**config.mk**
```make
export PLATFORM = sky130hd
export DESIGN_NAME = mjs_div
export DESIGN_NICKNAME = d
export VERILOG_FILES = /design/src/rtl/core/mjs_pkg.sv /design/src/rtl/core/mjs_div.sv
export SDC_FILE = /design/constraint.sdc
export NUM_CORES = 1
export LEC_CHECK = 0
export BUFFER_PORTS_ARGS = -buffer_cell sky130_fd_sc_hd__buf_2
export CAP_MARGIN = 20
export CORE_UTILIZATION = 58
export DETAILED_ROUTE_END_ITERATION = 7
export PLACE_DENSITY = 0.89
export SETUP_SLACK_MARGIN = 0.1
export SLEW_MARGIN = 20
export SYNTH_ARGS = -nofsm -noshare
export SYNTH_HDL_FRONTEND = slang
export SYNTH_SLANG_ARGS = --single-unit
export TNS_END_PERCENT = 5
```
**constraint.sdc**
```tcl
create_clock -name clk -period 2.8 [get_ports clk]
set_input_delay 0.42 -clock clk [delete_from_list [all_inputs] [get_ports clk]]
set_output_delay 0.42 -clock clk [all_outputs]
set_load 0.05 [all_outputs]
```
**src/rtl/core/mjs_pkg.sv**
```systemverilog
// Shared constants, register codes and store control type of the sample grid.
`default_nettype none

package mjs_pkg;

    // Grid and number format
    localparam int MAX_COLS  = 16;
    localparam int MAX_ROWS  = 16;
    localparam int FRAC_BITS = 16;
    localparam int OUT_BITS  = 24;

    // Derived widths
    localparam int IDX_W   = 4;                       // column / row index
    localparam int SIZE_W  = 5;                       // m and n, 1..16
    localparam int ADDR_W  = 8;                       // store address
    localparam int DEPTH   = MAX_COLS * MAX_ROWS;
    localparam int CELL_W  = 9;                       // m*n, up to 256
    localparam int CNT_W   = 10;                      // feed counter
    localparam int NUM_W   = ADDR_W + OUT_BITS;       // dividend width
    localparam int SHIFT_W = OUT_BITS - FRAC_BITS;    // extra fraction bits
    localparam int CFG_W   = 5;                       // widest register
    localparam int CIDX_W  = 2;                       // register index

    // Register indexes
    localparam logic [CIDX_W-1:0] REG_COLS   = 2'd0;
    localparam logic [CIDX_W-1:0] REG_ROWS   = 2'd1;
    localparam logic [CIDX_W-1:0] REG_JITTER = 2'd2;

    // Operation codes
    localparam logic OP_FEED = 1'b0;
    localparam logic OP_READ = 1'b1;

    // One half in Q0.FRAC_BITS
    localparam logic [FRAC_BITS-1:0] HALF = FRAC_BITS'(1) << (FRAC_BITS - 1);

    // Control of the two coordinate stores
    typedef struct packed {
        logic                re;
        logic [ADDR_W-1:0]   ra_a;
        logic [ADDR_W-1:0]   ra_b;
        logic                we_x;
        logic                we_y;
        logic [ADDR_W-1:0]   wa;
        logic [OUT_BITS-1:0] wd;
    } store_ctl_t;

endpackage

`default_nettype wire

```
**src/rtl/core/mjs_div.sv**
```systemverilog
// Restoring divider, one quotient bit per cycle, for grid coordinates.
`default_nettype none

module mjs_div
    import mjs_pkg::*;
(
    input  wire logic                clk,
    input  wire logic                rst_n,
    input  wire logic                start,
    input  wire logic [NUM_W-1:0]    num,
    input  wire logic [CELL_W-1:0]   den,
    output logic                     done,
    output logic [OUT_BITS-1:0]      quo
);

    localparam int REM_W  = CELL_W - 1;
    localparam int STEP_W = $clog2(NUM_W);

    logic                busy_reg, busy_next;
    logic                done_reg, done_next;
    logic [STEP_W-1:0]   step_reg, step_next;
    logic [NUM_W-1:0]    work_reg, work_next;
    logic [REM_W-1:0]    rem_reg, rem_next;
    logic [CELL_W-1:0]   den_reg, den_next;
    logic [CELL_W-1:0]   trial;
    logic                fits;

    // Shift one dividend bit into the remainder and try the subtract
    always_comb
    begin
        trial     = {rem_reg, work_reg[NUM_W-1]};
        fits      = (trial >= den_reg);
        busy_next = busy_reg;
        done_next = 1'b0;
        step_next = step_reg;
        work_next = work_reg;
        rem_next  = rem_reg;
        den_next  = den_reg;
        if (start)
        begin
            busy_next = 1'b1;
            step_next = '0;
            work_next = num;
            rem_next  = '0;
            den_next  = den;
        end
        else if (busy_reg)
        begin
            rem_next  = fits ? REM_W'(trial - den_reg) : trial[REM_W-1:0];
            work_next = {work_reg[NUM_W-2:0], fits};
            step_next = step_reg + 1'b1;
            if (step_reg == STEP_W'(NUM_W - 1))
            begin
                busy_next = 1'b0;
                done_next = 1'b1;
            end
        end
    end

    // Hold control under reset, datapath without
    always_ff @(posedge clk or negedge rst_n)
    begin
        if (!rst_n)
        begin
            busy_reg <= 1'b0;
            done_reg <= 1'b0;
            step_reg <= '0;
        end
        else
        begin
            busy_reg <= busy_next;
            done_reg <= done_next;
            step_reg <= step_next;
        end
    end

    always_ff @(posedge clk)
    begin
        work_reg <= work_next;
        rem_reg  <= rem_next;
        den_reg  <= den_next;
    end

    assign done = done_reg;
    assign quo  = work_reg[OUT_BITS-1:0];

endmodule

`default_nettype wire

```
# After elaboration in Yosys (flattened, before gate mapping)

Index checks and enable logic that the tools add are counted.

Logic and storage cells: 22
Register bits after elaboration: 56
Input bits: 44

$add $sub $neg: 2
Equality and inequality tests: 1
Magnitude comparators: 1
Reductions and logical operators: 1
Multiplexer cells: 11

Operators with widths:

| cell                | count |
|---|---|
| $mux 32             | 2 |
| $mux 5              | 2 |
| $ge 9x9->1          | 1 |
| $mux 8              | 1 |
| $sub 8x8->8         | 1 |
| $mux 1              | 6 |
| $add 5x1->5 const B | 1 |
| $eq 5x5->1 const B  | 1 |
| $reduce_bool 2->1   | 1 |

# Logic depth before layout (Yosys ltp)

Depth in word-level cells: 4
Gate-level depth with buffers: 8
Gate-level depth less buffers: 8

# Worst setup path after synthesis

Ideal clock, no wire load.

Path type: reg-to-reg
Start point: register den_reg[0]
End point: register rem_reg[6]
Data arrival time: 1.801 ns
Required time: 2.709 ns
Stages on the path, launching flop included: 8
Slack: 0.908 ns
Setup time: 0.091 ns
Cell sequence: edfxtp_1 > ha_1 > fa_1 > nand2b_1 > a21oi_1 > mux2i_1 > o22ai_1 > a311oi_1

Word-level cells in the longest chain between the ends: 2

Ends and longest elaborated chain:

| what                                      | RTL line                     | RTL |
|---|---|---|
| start: declaration                        | mjs_div.sv:24                | `logic [CELL_W-1:0] den_reg, den_next;` |
| start signal: assignment                  | mjs_div.sv:81                | `den_reg <= den_next;` |
| $sub 8x8->8 or $ge 9x9->1 (tied branches) | mjs_div.sv:49, mjs_div.sv:32 |  |
| $mux 8 *                                  | mjs_div.sv:49                | `rem_next = fits ? REM_W'(trial - den_reg) : trial[REM_W-1:0];` |
| end signal: assignment                    | mjs_div.sv:80                | `rem_reg <= rem_next;` |
| end: declaration                          | mjs_div.sv:23                | `logic [REM_W-1:0] rem_reg, rem_next;` |

Every way passes the cells marked *; elsewhere a longest branch is shown, timed or not.
A chain may end at the register's enable or synchronous reset.

# Worst setup path in the final report

Start point: register work_reg[31]
End point: register rem_reg[6]

Word-level cells in the longest chain between the ends: 2

Ends and longest elaborated chain:

| what                                      | RTL line                     | RTL |
|---|---|---|
| start: declaration                        | mjs_div.sv:22                | `logic [NUM_W-1:0] work_reg, work_next;` |
| start signal: assignment                  | mjs_div.sv:79                | `work_reg <= work_next;` |
| $sub 8x8->8 or $ge 9x9->1 (tied branches) | mjs_div.sv:49, mjs_div.sv:32 |  |
| $mux 8 *                                  | mjs_div.sv:49                |  |

Marks and branches as above.

==> flow_summary.yaml <==
synth:
  synth_flop_cell: "edfxtp_1"
  netlist_instances: 246
  ys_ff_latch: 56
  synth-seq-area-share: 0.530
  synth_warnings: 0
  synth.avg_cell_area_um2: 12.0
  ys_types: 41
  async_flop_share: 0.125
  synth_edf_count: 41
  syn_area_um2: 2960
  synth_fp_nets: 302
clocking:
  cts.sink_count: 56
  htree_levels: 2
  clock_latency_ns: 0.31
  clkTransAtPathRegs_ns: 0.10
  cts_root_buffer: "clkbuf_8"
  cts_tree: "done"
  cts_buffers: 5
  cts.path.max_buffers: 2
worst_hold_path:
  min_to: "den_reg[4]$_DFFE_PP_"
  min_path_type: "primary input to flip-flop"
  hold_start: "den[4]"
  min_path_cells: 1
sta:
  period_minus_slack_ns: 2.12
  rsz0062_at_grt: "false"
  relSlewSlack: 0.505
  fin_crit_sh: 0.758
  skew_ns: 0.00807
  hold_viol_final: 0
  clock.fmax_mhz: 471
  worst_slew_pin_slew_ns: 0.734
  finalSetupViolCount: 0
  finalSetupTns_ns: 0
  drv_slew: 0
finish:
  antenna_cells: 0
  area_delta_synth_final_pct: 11.7
  fin_util: 0.685
  drive_gt1_frac: 0.390
  largest_register_ffs: 32
  fill_cells: 361
  final_nets: 347
power_and_ir_drop:
  power_w: 0.00195
  ir_drop_uv: 400
  p_leak_nw: 1.41
  powerDensity_nw_per_um2: 591
route:
  ant_nets: 0
  drc: 0
  viasPerCell: 5.48
  vias: 1967
  drt_wl_total_um: 5270
  first_iter_violations: 146
  drt_pass1_iterations: 4
  post_drt_wl_per_cell_um: 14.7
global_route:
  grt_pass1_vias: 1825
  grtUsageMet1: 0.270
  grt_pass1_wl_um: 8310
  grt_use_met2: 0.337
  grt_overflow: 0
  grt_max_degree: 41
  busiest_layer: "met2"
  antenna_found_initial: 0
  track_usage: 0.206
  use_met3: 0.0398
setup_path:
  crit_type: "flip-flop to flip-flop"
  crit_arrival_ns: 2.34
  required_ns: 3.02
  r2r_slack_ns: 0.68
  cpPeakStageDelay_ns: 0.41
  endpoint_kind: "flip-flop"
  crit_path_max_fanout: 3
  cp_cell_sequence: "inv_1 -> ha_1 -> fa_1 -> nand2b_1 -> a21oi_1 -> mux2i_1 -> o22ai_1 -> a311oi_1"
  crit_path_start_kind: "flip-flop"
  crit_slowest_cell: "fa_1"
  r2r_end: "rem_reg[6]$_SDFFE_PP0P_"
  crit_family: "adder cells"
  cp_num_buf_inv: 1
  r2r-start: "work_reg[31]$_DFFE_PP_"
  reg2reg_depth: 8
placed_design:
  hpwl_um: 3660
  place.port_buffers: 68
  place.gp.congestion: 0.948
floorplanning:
  num_rows: 25
  die-height_um: 73.4
  die_w_um: 73.4
  pin_count: 69
  fp.coreArea_um2: 4820
  die_area_um2: 5390
  start_util: 0.614
job:
  max_cap_viol_count: 0
outcome:
  status: "completed"
[cell families after synthesis]
family                     synth area share
muxes                                 0.132
and+or+nand+nor                       0.101
AOI/OAI and AO/OA                    0.0825
xor gates and xnor gates             0.0148
adders and majority gates            0.0533
DFF                                   0.530
buffers and inverters                0.0868
[through the flow]
| step | cells | setup WS [ns] | hold slack [ns] | area (um2) |
|---|---|---|---|---|
| 4_1_cts | 359 | 0.689 | 0.275 | 3300 |
| 3_3_place_gp | 350 | 0.836 | 0.258 | 3180 |
| 6_report | 359 | 0.678 | 0.279 | 3300 |
| 5_1_grt | 359 | 0.563 | 0.262 | 3300 |
| 3_5_place_dp | 350 | 0.745 | 0.264 | 3180 |
| 2_1_floorplan | 246 | 0.908 | 0.124 | 2960 |
[area by class of cell]
cell class | count | area [um2] | share of cell area
sequential | 56 | 1570 | 0.474
clock buffer | 6 | 72.6 | 0.0220
timing repair buffer | 71 | 365 | 0.111
multi-input combinational | 146 | 1130 | 0.343
inverter | 11 | 41.3 | 0.0125
tap | 67 | 83.8 | 0.0254
clock inverter | 2 | 38.8 | 0.0117
[synthesized netlist by cell type (all sizes together) (2+ instances only)]
| cell type | n | area (um2) |
|---|---|---|
| a211o | 2 | 17.5 |
| a21oi | 5 | 25.0 |
| a311oi | 5 | 43.8 |
| buf | 26 | 189 |
| clkbuf | 7 | 26.3 |
| dfrtp | 7 | 175 |
| dfxtp | 8 | 160 |
| edfxtp | 41 | 1230 |
| ha | 11 | 138 |
| inv | 11 | 41.3 |
| mux2 | 32 | 360 |
| mux2i | 3 | 30.0 |
| nand2 | 11 | 41.3 |
| nand2b | 6 | 37.5 |
| nand3 | 6 | 30.0 |
| nor2 | 24 | 90.1 |
| nor2b | 3 | 18.8 |
| nor3b | 2 | 15.0 |
| o21a | 3 | 22.5 |
| o21ai | 9 | 48.8 |
| o311ai | 4 | 35.0 |
| xnor2 | 2 | 17.5 |
| xor2 | 3 | 26.3 |
[report_power, final]
part | internal, W | switching [W] | total (W)
registers | 0.000969 | 0.0000339 | 0.00100
clock network | 0.000271 | 0.000260 | 0.000530
logic | 0.000150 | 0.000269 | 0.000419
total | 0.00139 | 0.000562 | 0.00195
[routing by layer]
metal / share of wire / wire length [um]
met5: 0 / 0
met4: 0.020 / 106
met3: 0.054 / 285
met2: 0.51 / 2660
met1: 0.42 / 2220
[cells in the final DEF, fill, tap and decap left out, drive strengths merged, types with 7 or more instances in the layout]
cell type / n
o21ai: 9
ha: 11
dfrtp: 7
nand2: 11
edfxtp: 41
buf: 70
dfxtp: 8
nor2: 24
inv: 12
mux2: 32
[what timing repair did]
item | in CTS | in global routing
hold buffers | 1 | 0
resized for setup | 0 | 0
hold endpoints to repair | 7 | 0
setup buffers | 0 | 0
[worst max-delay path by stage]
stage	from	to	cells after the start
after global placement	work_reg[31]$_DFFE_PP_	rem_reg[6]$_SDFFE_PP0P_	8
after global routing	work_reg[31]$_DFFE_PP_	rem_reg[6]$_SDFFE_PP0P_	8
after floorplan	den_reg[0]$_DFFE_PP_	rem_reg[6]$_SDFFE_PP0P_	7
after CTS	work_reg[31]$_DFFE_PP_	rem_reg[6]$_SDFFE_PP0P_	8
after detailed placement	work_reg[31]$_DFFE_PP_	rem_reg[6]$_SDFFE_PP0P_	8
final	work_reg[31]$_DFFE_PP_	rem_reg[6]$_SDFFE_PP0P_	8
Note: power is estimated with default switching activity, not from simulation.
